`src/rtl/core/pmpc_pkg.sv`:
```
`default_nettype none
// ----------------------------------------------------------------------------
// PS/2 mouse packet cursor package
// Shared widths, constants and types for the mouse packet decoder.
// ----------------------------------------------------------------------------
package pmpc_pkg;

	localparam int POS_W       = 12;
	localparam int SCREEN_W    = 12;
	localparam int CURSOR_SIZE = 16;
	localparam int IN_TDATA_W  = 8;
	localparam int OUT_TDATA_W = 48;
	localparam int CFG_ADDR_W  = 1;

	localparam logic [7:0] ACK_BYTE   = 8'hFA;
	localparam logic [7:0] SYNC_MASK  = 8'hC8;
	localparam logic [7:0] SYNC_VALUE = 8'h08;

	localparam logic [POS_W-1:0] CURSOR_COL_RST = POS_W'(152);
	localparam logic [POS_W-1:0] CURSOR_ROW_RST = POS_W'(78);
	localparam logic [SCREEN_W-1:0] SCREEN_WIDTH_RST  = SCREEN_W'(320);
	localparam logic [SCREEN_W-1:0] SCREEN_HEIGHT_RST = SCREEN_W'(200);

	localparam logic [CFG_ADDR_W-1:0] REG_SCREEN_WIDTH  = 1'b0;
	localparam logic [CFG_ADDR_W-1:0] REG_SCREEN_HEIGHT = 1'b1;

	typedef struct packed {
		logic [7:0] head;
		logic [7:0] x_byte;
		logic [7:0] y_byte;
	} packet_t;

endpackage
`default_nettype wire

```
`src/rtl/core/ps2_mouse_packet_cursor.sv`:
```
`default_nettype none
// ----------------------------------------------------------------------------
// PS/2 mouse packet cursor
// Frames raw PS/2 mouse bytes into three-byte packets and tracks a cursor.
// ----------------------------------------------------------------------------
// The block takes one mouse byte per clock cycle, stalling only on a third
// byte while the two-entry packet queue is full. Bytes are ignored until the
// acknowledge byte 0xFA arrives; after that, bytes are framed into packets and
// a first byte that fails the sync check is dropped. Each complete packet gives
// one result word with the buttons, the sign-extended deltas (Y negated, so
// down is positive) and the cursor position after the move, clamped to
// 0 .. screen size - 16. The queue joins the framer and the cursor unit; a
// packet enters it on its third byte and its result is registered when popped.
// Screen sizes are written through the configuration port at index 0 (width)
// and 1 (height), by the user only while idle; the block does not enforce it.
module ps2_mouse_packet_cursor (
	input  wire logic                             clk,
	input  wire logic                             arst_n,
	input  wire logic                             cfg_we,
	input  wire logic [pmpc_pkg::CFG_ADDR_W-1:0]  cfg_addr,
	input  wire logic [pmpc_pkg::SCREEN_W-1:0]    cfg_data,
	input  wire logic                             s_tvalid,
	output logic                                  s_tready,
	input  wire logic [pmpc_pkg::IN_TDATA_W-1:0]  s_tdata,  // [7:0] mouse_byte
	output logic                                  m_tvalid,
	input  wire logic                             m_tready,
	// [2:0] buttons, [11:3] delta_x, [21:12] delta_y, [33:22] cursor_x,
	// [45:34] cursor_y, [47:46] zero
	output logic [pmpc_pkg::OUT_TDATA_W-1:0]      m_tdata
);
	import pmpc_pkg::*;

	logic    push;
	packet_t push_pkt;
	logic    queue_full;
	logic    queue_not_empty;
	logic    pop;
	packet_t pop_pkt;

	pmpc_framer u_framer (
		.clk        (clk),
		.arst_n     (arst_n),
		.s_tvalid   (s_tvalid),
		.s_tready   (s_tready),
		.s_tdata    (s_tdata),
		.push       (push),
		.push_pkt   (push_pkt),
		.queue_full (queue_full)
	);

	pmpc_queue u_queue (
		.clk       (clk),
		.arst_n    (arst_n),
		.push      (push),
		.push_pkt  (push_pkt),
		.full      (queue_full),
		.not_empty (queue_not_empty),
		.pop       (pop),
		.pop_pkt   (pop_pkt)
	);

	pmpc_cursor u_cursor (
		.clk       (clk),
		.arst_n    (arst_n),
		.cfg_we    (cfg_we),
		.cfg_addr  (cfg_addr),
		.cfg_data  (cfg_data),
		.pkt_valid (queue_not_empty),
		.pkt       (pop_pkt),
		.pop       (pop),
		.m_tvalid  (m_tvalid),
		.m_tready  (m_tready),
		.m_tdata   (m_tdata)
	);

endmodule
`default_nettype wire

```
`src/rtl/core/pmpc_framer.sv`:
```
`default_nettype none
// ----------------------------------------------------------------------------
// PS/2 mouse packet framer
// Waits for the acknowledge byte, then frames three-byte packets and pushes
// each complete packet into the packet queue.
// ----------------------------------------------------------------------------
module pmpc_framer (
	input  wire logic                             clk,
	input  wire logic                             arst_n,
	input  wire logic                             s_tvalid,
	output logic                                  s_tready,
	input  wire logic [pmpc_pkg::IN_TDATA_W-1:0]  s_tdata,  // [7:0] mouse_byte
	output logic                                  push,
	output pmpc_pkg::packet_t                     push_pkt,
	input  wire logic                             queue_full
);
	import pmpc_pkg::*;

	typedef enum logic [2:0] {
		ST_ACK   = 3'b001,
		ST_BYTE1 = 3'b010,
		ST_BYTE2 = 3'b100
	} phase_t;

	phase_t     phase_q;
	phase_t     phase_d;
	logic [7:0] head_q;
	logic [7:0] x_byte_q;
	logic       awaiting_ack_q;
	logic       accept;
	logic       sync_ok;

	assign s_tready = awaiting_ack_q || (phase_q != ST_BYTE2) || !queue_full;
	assign accept   = s_tvalid && s_tready;
	assign sync_ok  = (s_tdata & SYNC_MASK) == SYNC_VALUE;

	assign push          = accept && !awaiting_ack_q && (phase_q == ST_BYTE2);
	assign push_pkt.head   = head_q;
	assign push_pkt.x_byte = x_byte_q;
	assign push_pkt.y_byte = s_tdata;

	always_comb begin
		phase_d = phase_q;
		case (phase_q)
			ST_ACK:   phase_d = sync_ok ? ST_BYTE1 : ST_ACK;
			ST_BYTE1: phase_d = ST_BYTE2;
			ST_BYTE2: phase_d = ST_ACK;
			default:  phase_d = ST_ACK;
		endcase
	end

	always_ff @(posedge clk or negedge arst_n) begin
		if (!arst_n) begin
			phase_q        <= ST_ACK;
			awaiting_ack_q <= 1'b1;
		end else if (accept) begin
			if (awaiting_ack_q) begin
				if (s_tdata == ACK_BYTE) begin
					awaiting_ack_q <= 1'b0;
				end
				phase_q <= ST_ACK;
			end else begin
				phase_q <= phase_d;
			end
		end
	end

	always_ff @(posedge clk) begin
		if (accept && !awaiting_ack_q) begin
			if (phase_q == ST_ACK && sync_ok) begin
				head_q <= s_tdata;
			end
			if (phase_q == ST_BYTE1) begin
				x_byte_q <= s_tdata;
			end
		end
	end

endmodule
`default_nettype wire

```
`src/rtl/core/pmpc_queue.sv`:
```
`default_nettype none
// ----------------------------------------------------------------------------
// PS/2 mouse packet queue
// Two-entry queue of framed packets between the framer and the cursor unit.
// ----------------------------------------------------------------------------
module pmpc_queue (
	input  wire logic              clk,
	input  wire logic              arst_n,
	input  wire logic              push,
	input  wire pmpc_pkg::packet_t push_pkt,
	output logic                   full,
	output logic                   not_empty,
	input  wire logic              pop,
	output pmpc_pkg::packet_t      pop_pkt
);
	import pmpc_pkg::*;

	packet_t    slot_q [2];
	logic       wr_ptr_q;
	logic       rd_ptr_q;
	logic [1:0] count_q;

	assign full      = count_q == 2'd2;
	assign not_empty = count_q != 2'd0;
	assign pop_pkt   = slot_q[rd_ptr_q];

	always_ff @(posedge clk or negedge arst_n) begin
		if (!arst_n) begin
			wr_ptr_q <= 1'b0;
			rd_ptr_q <= 1'b0;
			count_q  <= 2'd0;
		end else begin
			if (push) begin
				wr_ptr_q <= !wr_ptr_q;
			end
			if (pop) begin
				rd_ptr_q <= !rd_ptr_q;
			end
			if (push && !pop) begin
				count_q <= count_q + 2'd1;
			end else if (pop && !push) begin
				count_q <= count_q - 2'd1;
			end
		end
	end

	always_ff @(posedge clk) begin
		if (push) begin
			slot_q[wr_ptr_q] <= push_pkt;
		end
	end

endmodule
`default_nettype wire

```
`src/rtl/core/pmpc_cursor.sv`:
```
`default_nettype none
// ----------------------------------------------------------------------------
// PS/2 mouse cursor unit
// Holds the screen size registers, decodes packets into buttons and deltas,
// moves the clamped cursor and drives the registered result stream.
// ----------------------------------------------------------------------------
module pmpc_cursor (
	input  wire logic                             clk,
	input  wire logic                             arst_n,
	input  wire logic                             cfg_we,
	input  wire logic [pmpc_pkg::CFG_ADDR_W-1:0]  cfg_addr,
	input  wire logic [pmpc_pkg::SCREEN_W-1:0]    cfg_data,
	input  wire logic                             pkt_valid,
	input  wire pmpc_pkg::packet_t                pkt,
	output logic                                  pop,
	output logic                                  m_tvalid,
	input  wire logic                             m_tready,
	output logic [pmpc_pkg::OUT_TDATA_W-1:0]      m_tdata
);
	import pmpc_pkg::*;

	function automatic logic [POS_W-1:0] move_clamped(
		input logic [POS_W-1:0]    pos,
		input logic signed [9:0]   delta,
		input logic [SCREEN_W-1:0] screen
	);
		logic signed [POS_W+1:0] sum;
		logic [POS_W-1:0]        bound;
		sum = $signed({2'b00, pos}) + $signed({{(POS_W-8){delta[9]}}, delta});
		bound = (screen >= SCREEN_W'(CURSOR_SIZE)) ? POS_W'(screen - SCREEN_W'(CURSOR_SIZE))
			: '0;
		if (sum[POS_W+1]) begin
			move_clamped = '0;
		end else if (sum[POS_W:0] > {1'b0, bound}) begin
			move_clamped = bound;
		end else begin
			move_clamped = sum[POS_W-1:0];
		end
	endfunction

	logic [SCREEN_W-1:0] screen_width_q;
	logic [SCREEN_W-1:0] screen_height_q;
	logic [POS_W-1:0]    cursor_col_q;
	logic [POS_W-1:0]    cursor_row_q;
	logic                out_valid_q;
	logic [2:0]          buttons_q;
	logic [8:0]          delta_x_q;
	logic [9:0]          delta_y_q;
	logic [8:0]          dx;
	logic [9:0]          dy_raw;
	logic [9:0]          dy;
	logic [POS_W-1:0]    col_next;
	logic [POS_W-1:0]    row_next;

	assign dx       = {pkt.head[4], pkt.x_byte};
	assign dy_raw   = {pkt.head[5], pkt.head[5], pkt.y_byte};
	assign dy       = 10'd0 - dy_raw;
	assign col_next = move_clamped(cursor_col_q, {dx[8], dx}, screen_width_q);
	assign row_next = move_clamped(cursor_row_q, dy, screen_height_q);

	assign pop      = pkt_valid && (!out_valid_q || m_tready);
	assign m_tvalid = out_valid_q;
	assign m_tdata  = {2'b00, 12'(cursor_row_q), 12'(cursor_col_q), delta_y_q, delta_x_q,
		buttons_q};

	always_ff @(posedge clk or negedge arst_n) begin
		if (!arst_n) begin
			screen_width_q  <= SCREEN_WIDTH_RST;
			screen_height_q <= SCREEN_HEIGHT_RST;
		end else if (cfg_we) begin
			case (cfg_addr)
				REG_SCREEN_WIDTH:  screen_width_q  <= cfg_data;
				REG_SCREEN_HEIGHT: screen_height_q <= cfg_data;
				default: ;
			endcase
		end
	end

	always_ff @(posedge clk or negedge arst_n) begin
		if (!arst_n) begin
			cursor_col_q <= CURSOR_COL_RST;
			cursor_row_q <= CURSOR_ROW_RST;
			out_valid_q  <= 1'b0;
		end else begin
			if (pop) begin
				cursor_col_q <= col_next;
				cursor_row_q <= row_next;
				out_valid_q  <= 1'b1;
			end else if (m_tready) begin
				out_valid_q  <= 1'b0;
			end
		end
	end

	always_ff @(posedge clk) begin
		if (pop) begin
			buttons_q <= pkt.head[2:0];
			delta_x_q <= dx;
			delta_y_q <= dy;
		end
	end

endmodule
`default_nettype wire
```
`config.mk`:
```
export PLATFORM = sky130hd
export DESIGN_NAME = ps2_mouse_packet_cursor
export DESIGN_NICKNAME = d
export VERILOG_FILES = /design/src/rtl/core/pmpc_pkg.sv /design/src/rtl/core/ps2_mouse_packet_cursor.sv /design/src/rtl/core/pmpc_framer.sv /design/src/rtl/core/pmpc_queue.sv /design/src/rtl/core/pmpc_cursor.sv
export SDC_FILE = /design/constraint.sdc
export NUM_CORES = 1
export LEC_CHECK = 0
export ABC_AREA = 1
export BUFFER_PORTS_ARGS = -buffer_cell sky130_fd_sc_hd__buf_2
export CAP_MARGIN = 20
export CORE_UTILIZATION = 61
export CTS_BUF_LIST = sky130_fd_sc_hd__clkbuf_8
export DETAILED_ROUTE_END_ITERATION = 16
export PLACE_DENSITY = 0.78
export REMOVE_ABC_BUFFERS = 1
export SLEW_MARGIN = 20
export SYNTH_ARGS = -nofsm -noshare
export SYNTH_HDL_FRONTEND = slang
export SYNTH_SLANG_ARGS = --single-unit
```
`constraint.sdc`:
```
create_clock -name clk -period 9.2 [get_ports clk]
set_clock_uncertainty 0.1 [all_clocks]
set_input_delay 0.46 -clock clk [delete_from_list [all_inputs] [get_ports clk]]
set_output_delay 0.46 -clock clk [all_outputs]
set_load 0.01 [all_outputs]
```
==> flow_metrics.tcl, run 1 <==
set metrics [dict create \
    layout_commonest_cell "nand2_1" \
    syn_inst 867 \
    seq_power_share_pct 29.2 \
    fin_setup_tns_ns 0 \
    ys_ff_latch 134 \
    fin_area_mm2 0.008543 \
    hold_buffers 0 \
    synth_edf_count 77 \
    drv_cap 0 \
    layout_setup_ws_ns 3.759 \
    vias 5923 \
    antenna_found_initial 0 \
    p_total_mw 3.023 \
    die-area_mm2 0.01304 \
    power_frac_clock_pct 15.4 \
    r2r_cells 29 \
    die-width_um 114.2 \
    post_cts_resized 0 \
    cts_buffers 17 \
    arrival_ns 5.68 \
    n_antenna_cell 0 \
    place_ws_ns 3.809 \
    grt_start_max_net_pins 58 \
    cts_tree "yes" \
    synth_area_mm2 0.007677 \
    gp_congestion 0.8873 \
    syn_to_final_growth_pct 11.28 \
    post-route-util_pct 70.25 \
    max-vdd-ir-drop_mv 0.2585 \
    drtAntennaViolNets 0 \
    nNetsFinal 1030 \
    leakagePower_nw 4.313 \
    cp_slowest_cell "dfrtp_1" \
    worstHoldPathType "input pin to async pin" \
    drt_pass1_iterations 7 \
    final_cells 1125 \
    worst_pin_slew_ns 1.028 \
    ios 76 \
    clock_latency_ns 0.45 \
    max_stage_delay_ns 1.02 \
    p_switching_mw 1.418 \
    drive_above_1_share_pct 14.94 \
    switching_share_pct 46.90 \
    cp_num_buf_inv 4 \
    port_buffers 73 \
    place_area_mm2 0.008169 \
    max_freq_mhz 183.8 \
    grt_pass1_vias 5509 \
    hold_ws_ns 0.07433 \
    dp_cells 1093 \
    synth_ff_type "edfxtp_1" \
    critPathCapture "u_cursor.cursor_row_q[5]$_DFFE_PN0P_" \
    h-tree-depth 4 \
    cp.depth 29 \
    drv_slew 0 \
    pwr-share-comb_pct 55.4 \
    start_util_pct 63.13 \
    period_share_pct 59.14 \
    avgSynthCellArea_um2 8.855 \
    synthArstFlopShare_pct 42.54 \
    grt-ovfl-total 0 \
    critPathCaptureType "register" \
    crit_required_ns 9.44 \
    slew-limit-headroom_pct 31.45 \
    yosys.cell_types.count 46 \
    place_hpwl_um 11680 \
    r2r_end "u_cursor.cursor_row_q[5]$_DFFE_PN0P_" \
    viasPerCell 5.265 \
    path_clk_slew_ns 0.08 \
    wirelength_um 16150 \
    cts-root-to-sink-buffers 2 \
    post_cts_buffers 0 \
    setup_viol 0 \
    drc 0 \
    hold_violations 0 \
    rows 40 \
    core-area_mm2 0.01216 \
    p_int_mw 1.605 \
    r2r_slack_ns 3.76 \
    r2r-start "u_queue.rd_ptr_q$_DFFE_PN0P_" \
    power.density_mw_per_mm2 353.8 \
    grt_setup_unrepaired "false" \
    grtUsageTotal_pct 26.60 \
    cts_root_buf "clkbuf_8" \
    wl_per_cell_um 14.36 \
    crit_top_cell "nand2_1" \
    die_h_um 114.2 \
    crit_start "u_queue.rd_ptr_q$_DFFE_PN0P_" \
    crit_fanout 27 \
    final_cell_mix "249 x nand2_1, 115 x inv_1, 77 x edfxtp_1, 73 x buf_2, 58 x ha_1" \
    drtIter0Drc 413 \
    setup.worst_path.start_class "register" \
    status "finished clean" \
    path_class "register to register" \
    yosysWarnings 0 \
    critPathTopFamily "simple AND/OR/NAND/NOR gates" \
    period_needed_ns 5.441 \
    grt_pass1_wl_um 26210 \
    clkSinkCount 134 \
    yosysSeqAreaShare_pct 48.92 \
]
==> area by class of cell <==
cell class                      instances  area [um2]
Timing Repair Buffer                   77       395.4
Multi-Input combinational cell        599        3376
Clock buffer                           18       247.7
Tap cell                              168       210.2
Inverter                              115       431.7
Sequential cell                       134        3756
Fill cell                             962        3618
Clock inverter                         14       126.4
==> Yosys cell counts (4+ instances only) <==
master,instances,area share (%)
nand4_1,8,0.65
dfrtp_1,43,14
o21ai_0,47,3.1
clkbuf_1,10,0.49
a21oi_1,35,2.3
xnor2_1,6,0.68
inv_1,112,5.5
nor3_1,12,0.78
o21ai_2,5,0.57
a21o_1,4,0.39
ha_1,58,9.5
nand3_1,55,3.6
or2_2,4,0.33
xor2_1,24,2.7
nand3b_1,5,0.49
nand2_1,249,12
nand2_2,5,0.41
nor2_1,46,2.2
dfstp_2,14,4.8
edfxtp_1,77,30
==> logic make-up (layout without fill, tap and decap cells) <==
| group | Yosys count | after routing | synth area share [%] |
|---|---|---|---|
| AO/OA/AOI/OAI | 107 | 107 | 7.741 |
| flip-flops | 134 | 134 | 48.92 |
| multiplexers | 2 | 2 | 0.2608 |
| adder cells (fa/ha/maj) | 60 | 60 | 9.974 |
| other | 1 | 2 | 0.04884 |
| AND/OR/NAND/NOR | 397 | 397 | 21.97 |
| XOR/XNOR | 31 | 31 | 3.781 |
| buffers and inverters | 135 | 224 | 7.301 |
==> metal layers <==
metal | routed length, um | global-route usage [%] | vias up
li1 | - | - | 3005
met1 | 7493 | 35.26 | 2754
met2 | 7637 | 43.52 | 147
met3 | 780 | 6.406 | 17
met4 | 238 | 8.139 | 0
met5 | 0 | 0 | -
==> how the worst min path moves through the flow <==
stage,startpoint,to,cells past startpoint
after floorplan,arst_n,u_cursor.cursor_col_q[0]$_DFFE_PN0P_,0
after global placement,u_framer.head_q[2]$_DFFE_PP_,u_queue.slot_q[0][18]$_DFFE_PP_,0
after detailed placement,u_framer.head_q[4]$_DFFE_PP_,u_queue.slot_q[0][20]$_DFFE_PP_,0
after CTS,m_tready,u_cursor.m_tvalid$_DFFE_PN0P_,2
after global routing,m_tready,u_cursor.m_tvalid$_DFFE_PN0P_,2
final,arst_n,u_framer.phase_q[2]$_DFFE_PN0P_,2
==> sequential cells by signal, summed over array words and instances, names as in the netlist <==
name and count:
u_cursor.delta_y_q 10, u_cursor.cursor_col_q 12, u_framer.head_q 5, u_cursor.cursor_row_q 12, u_queue.wr_ptr_q 1, u_queue.slot_q 42
u_framer.awaiting_ack_q 1, u_framer.x_byte_q 8, u_cursor.delta_x_q 9, u_cursor.m_tvalid 1, u_framer.phase_q 3, u_queue.rd_ptr_q 1
u_cursor.buttons_q 3, u_cursor.screen_width_q 12, u_cursor.screen_height_q 12, u_queue.count_q 2
==> power by group through the flow <==
stage / clock (mW) / combinational [mW] / sequential [mW]
global route: 0.505 / 1.91 / 0.894
finish: 0.466 / 1.67 / 0.881
global placement: 0 / 1.62 / 0.891
floorplan: 0 / 1.18 / 0.913
CTS: 0.475 / 1.66 / 0.881
detailed placement: 0 / 1.66 / 0.890
No activity file was read; power rests on OpenSTA's default activity.
==> run 2: changes to the inputs <==
clock period = 5.7 ns   (was 9.2 ns; I/O delays follow)
==> run 2 against run 1 <==
Combinational power increased by 65%. Die area unchanged. First-iteration DRC count decreased by 2.7%. Non-clock buffer count increased by 23. Via count increased by 2.4%.
==> flow_metrics.tcl, run 2 (synthesis results as in run 1) <==
set metrics [dict create \
    place_hpwl_um 12010 \
    viasPerCell 5.286 \
    crit_fanout 26 \
    cp_slowest_cell "dfrtp_1" \
    period_share_pct 82.56 \
    drv_cap 0 \
    n_antenna_cell 0 \
    status "finished clean" \
    die_h_um 114.2 \
    clkSinkCount 134 \
    wl_per_cell_um 14.55 \
    grt_pass1_wl_um 27260 \
    worstHoldPathType "input pin to register" \
    dr_wl_met3_um 903 \
    layout.area.seq_mm2 0.003756 \
    crit_top_cell "nand2_1" \
    start_util_pct 63.13 \
    fin_setup_tns_ns 0 \
    multi_input_area_mm2 0.003376 \
    layout_commonest_cell "nand2_1" \
    layout_setup_ws_ns 0.9942 \
    cts_tree "yes" \
    arrival_ns 4.94 \
    post_cts_resized 0 \
    place_ws_ns 1.064 \
    max_freq_mhz 212.5 \
    power.density_mw_per_mm2 561.9 \
    path_clk_slew_ns 0.08 \
    port_buffers 73 \
    cts_root_buf "clkbuf_8" \
    drive_above_1_share_pct 15.00 \
    critPathCaptureType "register" \
    drtAntennaViolNets 0 \
    path_class "register to register" \
    drc 0 \
    r2r_slack_ns 0.99 \
    die-width_um 114.2 \
    rows 40 \
    grt_start_max_net_pins 58 \
    wirelength_um 16710 \
    clock_latency_ns 0.45 \
    setup.worst_path.start_class "register" \
    slew-limit-headroom_pct 36.79 \
    leakagePower_nw 4.400 \
    max-vdd-ir-drop_mv 0.3403 \
    max_stage_delay_ns 0.37 \
    hold_violations 0 \
    regMostFlops "u_queue.slot_q" \
    wl_met1_um 7391 \
    cts_buffers 17 \
    cts-root-to-sink-buffers 2 \
    grt-ovfl-total 0 \
    antenna_found_initial 0 \
    grtUsageTotal_pct 27.56 \
    largest_reg_flops 42 \
    vias 6068 \
    syn_to_final_growth_pct 14.37 \
    final_cell_mix "249 x nand2_1, 113 x inv_1, 77 x edfxtp_1, 73 x buf_2, 58 x ha_1" \
    hold_buffers 21 \
    met2_length_um 8012 \
    crit_required_ns 5.94 \
    post-route-util_pct 72.20 \
    core-area_mm2 0.01216 \
    period_needed_ns 4.706 \
    top_layer "met4" \
    gp_congestion 0.9242 \
    grt_pass1_vias 5745 \
    grt_setup_unrepaired "false" \
    worst_pin_slew_ns 0.9424 \
    die-area_mm2 0.01304 \
    setup_viol 0 \
    h-tree-depth 4 \
    ios 76 \
    drt_pass1_iterations 5 \
    fill_cells 955 \
    final_cells 1148 \
    dp_cells 1095 \
    drtIter0Drc 402 \
    post_cts_buffers 0 \
    drv_slew 0 \
    nNetsFinal 1053 \
]
run 2: changes by cell type in the layout (fill, tap and decap cells not counted):
cell           change
buf_4              +2
bufinv_16          +1
clkbuf_8           -1
clkinv_2           +2
clkinv_4           -1
clkinvlp_4         +3
dlygate4sd3_1     +21
inv_1              -2
inv_6              -1
inv_8              -1
run 2: stage by stage:
stage | total power, mW | hold WS [ns] | instance area, um2
final | 4.934 | 0.05057 | 8781
after global routing | 5.391 | 0.04521 | 8781
after CTS | 4.935 | 0.01055 | 8781
after detailed placement | 4.132 | 0.3357 | 8184
after global placement | 4.066 | 0.3220 | 8184
after floorplan | 3.384 | -0.1106 | 7552
run 2: layout make-up:
cell class / instances / share of cell area (%)
Clock buffer: 17 / 2.665
Multi-Input combinational cell: 599 / 38.44
Tap cell: 168 / 2.394
Clock inverter: 15 / 1.738
Inverter: 115 / 4.916
Timing Repair Buffer: 100 / 7.068
Sequential cell: 134 / 42.78
run 2: power breakdown:
group,internal [mW],switching [mW]
Sequential,1.27,0.127
Combinational,0.982,1.78
Clock,0.389,0.387
Total,2.64,2.30
run 2: routing by layer:
layer / track usage (%) / up-vias
met3: 5.876 / 36
met2: 45.05 / 183
met1: 35.48 / 2810
met5: 0 / -
met4: 12.29 / 0
li1: - / 3039
run 2: path summary, 6_finish.rpt:
| path | start | to | depth (start not counted) |
|---|---|---|---|
| hold reg to reg | u_framer.head_q[1]$_DFFE_PP_ | u_queue.slot_q[1][17]$_DFFE_PP_ | 0 |
| hold / removal | cfg_data[0] | u_cursor.screen_width_q[0]$_DFFE_PN0P_ | 3 |
| min in group asynchronous | arst_n | u_cursor.cursor_col_q[6]$_DFFE_PN0P_ | 3 |
| max in group asynchronous | arst_n | u_cursor.cursor_row_q[0]$_DFFE_PN0P_ | 3 |
| setup reg to reg | u_queue.rd_ptr_q$_DFFE_PN0P_ | u_cursor.cursor_row_q[5]$_DFFE_PN0P_ | 28 |
| setup / recovery | u_queue.rd_ptr_q$_DFFE_PN0P_ | u_cursor.cursor_row_q[5]$_DFFE_PN0P_ | 28 |
run 2: worst max-delay path: cells and delay by family, from the launching register on:
family | cells | cell delay, ns
AOI/OAI and AO/OA | 1 | 0.12
DFF | 1 | 0.37
adders and majority gates | 3 | 0.88
and+or+nand+nor | 19 | 2.33
buffers and inverters | 3 | 0.46
xor gates and xnor gates | 2 | 0.32
==> run 3: changes to the inputs <==
CORE_UTILIZATION = 56   (was 61)
PLACE_DENSITY = 0.75   (was 0.78)
clock period = 4.3 ns   (was 5.7 ns; I/O delays follow)
==> run 3 against run 2 <==
Via count up 0.49%. Clock power grew 42%. Sequential share of layout area is 1.4 points lower. Sequential power up 34%. Sequential cell count did not move. First-iteration DRC count up 7.7%. Hold slack gained 0.30 ns. Critical endpoint is now u_cursor.cursor_row_q[3]$_DFFE_PN1P_.
==> flow_metrics.tcl, run 3 (synthesis results as in run 1) <==
set metrics [dict create \
    status "finished clean" \
    critPathCaptureType "register" \
    fin_setup_tns_ns 0 \
    setup_viol 0 \
    grtUsageTotal_pct 25.49 \
    hold_ws_ns 0.3473 \
    cts-root-to-sink-buffers 2 \
    max_stage_delay_ns 0.43 \
    fill_cells 1036 \
    cts_root_buf "clkbuf_8" \
    cts_tree "yes" \
    grt_pass1_wl_um 27740 \
    path_class "register to register" \
    drive_above_1_share_pct 18.23 \
    clkSinkCount 134 \
    die_h_um 119.1 \
    drc 0 \
    grt-ovfl-total 0 \
    drtAntennaViolNets 0 \
    wl_per_cell_um 14.98 \
    final_cell_mix "245 x nand2_1, 111 x inv_1, 77 x edfxtp_1, 73 x buf_2, 55 x nand3_1" \
    ios 76 \
    drv_slew 0 \
    hold_violations 0 \
    path_clk_slew_ns 0.09 \
    core-area_mm2 0.01330 \
    crit_top_cell "nand2_1" \
    drv_cap 0 \
    r2r-start "u_queue.rd_ptr_q$_DFFE_PN0P_" \
    syn_to_final_growth_pct 18.30 \
    largest_reg_flops 42 \
    max_freq_mhz 246.2 \
    clock_latency_ns 0.45 \
    crit_required_ns 4.58 \
    drt_pass1_iterations 5 \
    nNetsFinal 1066 \
    leakagePower_nw 4.502 \
    vias 6098 \
    slew-limit-headroom_pct 35.96 \
    cp_num_buf_inv 3 \
    port_buffers 73 \
    place_ws_ns 0.05954 \
    worstHoldPathType "input pin to async pin" \
    antenna_found_initial 0 \
    critPathTopFamily "simple AND/OR/NAND/NOR gates" \
    rows 42 \
    n_antenna_cell 0 \
    start_util_pct 57.75 \
    period_needed_ns 4.061 \
    die-area_mm2 0.01418 \
    post-route-util_pct 68.31 \
    drtIter0Drc 433 \
    period_share_pct 94.45 \
    worst_pin_slew_ns 0.9547 \
    max-vdd-ir-drop_mv 0.5096 \
    h-tree-depth 4 \
    layout_commonest_cell "nand2_1" \
    viasPerCell 5.216 \
    place_hpwl_um 11990 \
    cts_buffers 17 \
    arrival_ns 4.34 \
    regMostFlops "u_queue.slot_q" \
    grt_pass1_vias 5689 \
    crit_fanout 11 \
    wirelength_um 17510 \
    grt_start_max_net_pins 58 \
    cp_slowest_cell "dfrtp_2" \
    layout_setup_ws_ns 0.2387 \
    die-width_um 119.1 \
    gp_congestion 0.9020 \
    crit_start "u_queue.rd_ptr_q$_DFFE_PN0P_" \
    power.density_mw_per_mm2 770.3 \
    p_total_mw 6.996 \
    setup.worst_path.start_class "register" \
]
## run 3: cell count changes in the layout (fill, tap and decap cells not counted), moves of 3 or more
cell	delta
buf_4	+8
nand2_1	-4
ha_1	-4
o21ai_0	-3
xor2_2	+4
xor2_1	-4
ha_4	+3
nand2_4	+4
## run 3: metal layers
layer | global-route usage, % | vias to the layer above | part of all wire (%)
li1 | - | 3066 | -
met1 | 34.11 | 2862 | 46
met2 | 41.32 | 142 | 48
met3 | 4.837 | 28 | 4.3
met4 | 9.335 | 0 | 1.6
met5 | 0 | - | 0
## run 3: worst register-to-register path, cell delays in order (launching register included)
cell     delay, ns
dfrtp_2       0.43
buf_6         0.19
nand2_1       0.12
o21ai_4       0.10
nand2_1       0.15
nor2_4        0.16
xor2_2        0.19
ha_1          0.29
a21oi_1       0.17
nand2_1       0.18
nand2_1       0.11
o21a_1        0.12
xor2_1        0.19
inv_1         0.07
ha_1          0.31
a21oi_1       0.15
o21a_1        0.12
nand2_1       0.05
nand2_1       0.05
nand2_1       0.05
nand2_1       0.05
nand2_1       0.09
nand2_4       0.14
buf_4         0.15
nand3_1       0.07
nand3_1       0.13
nand2_1       0.06
## run 3: layout make-up
| type | count | area [um2] | area share [%] |
|---|---|---|---|
| Clock buffer | 17 | 234.0 | 2.576 |
| Sequential cell | 134 | 3757 | 41.37 |
| Tap cell | 176 | 220.2 | 2.425 |
| Clock inverter | 15 | 177.7 | 1.956 |
| Timing Repair Buffer | 112 | 723.2 | 7.963 |
| Inverter | 115 | 431.7 | 4.753 |
| Multi-Input combinational cell | 600 | 3538 | 38.96 |
## run 3: through the flow
step	std cells	cell area, um2
after floorplan	848	7552
after global placement	1111	8254
after detailed placement	1111	8254
after CTS	1166	8896
after global routing	1169	9082
final	1169	9082
## run 3: path summary, 6_finish.rpt
path                                                        endpoint  slack (ns)  depth (start not counted)
worst min-delay path            u_cursor.cursor_col_q[6]$_DFFE_PN0P_        0.35                          3
max in group asynchronous               u_queue.rd_ptr_q$_DFFE_PN0P_        3.19                          3
worst max-delay path            u_cursor.cursor_row_q[3]$_DFFE_PN1P_        0.24                         26
min in group clk                     u_queue.slot_q[1][20]$_DFFE_PP_        0.35                          0
worst max register to register  u_cursor.cursor_row_q[3]$_DFFE_PN1P_        0.24                         26
worst min register to register       u_queue.slot_q[1][20]$_DFFE_PP_        0.35                          0
## run 3: timing repair
| item | in CTS | in global routing |
|---|---|---|
| setup buffers | 0 | 1 |
| hold endpoints to repair | 100 | 0 |
| endpoints found under the setup margin | 0 | 24 |
| resized for setup | 0 | 36 |
| hold buffers | 23 | 0 |
## run 3: power breakdown
part | switching [mW] | leakage, nW | internal (mW)
combinational | 2.52 | 2.90 | 1.51
clock | 0.526 | 0.207 | 0.578
sequential | 0.180 | 1.40 | 1.68
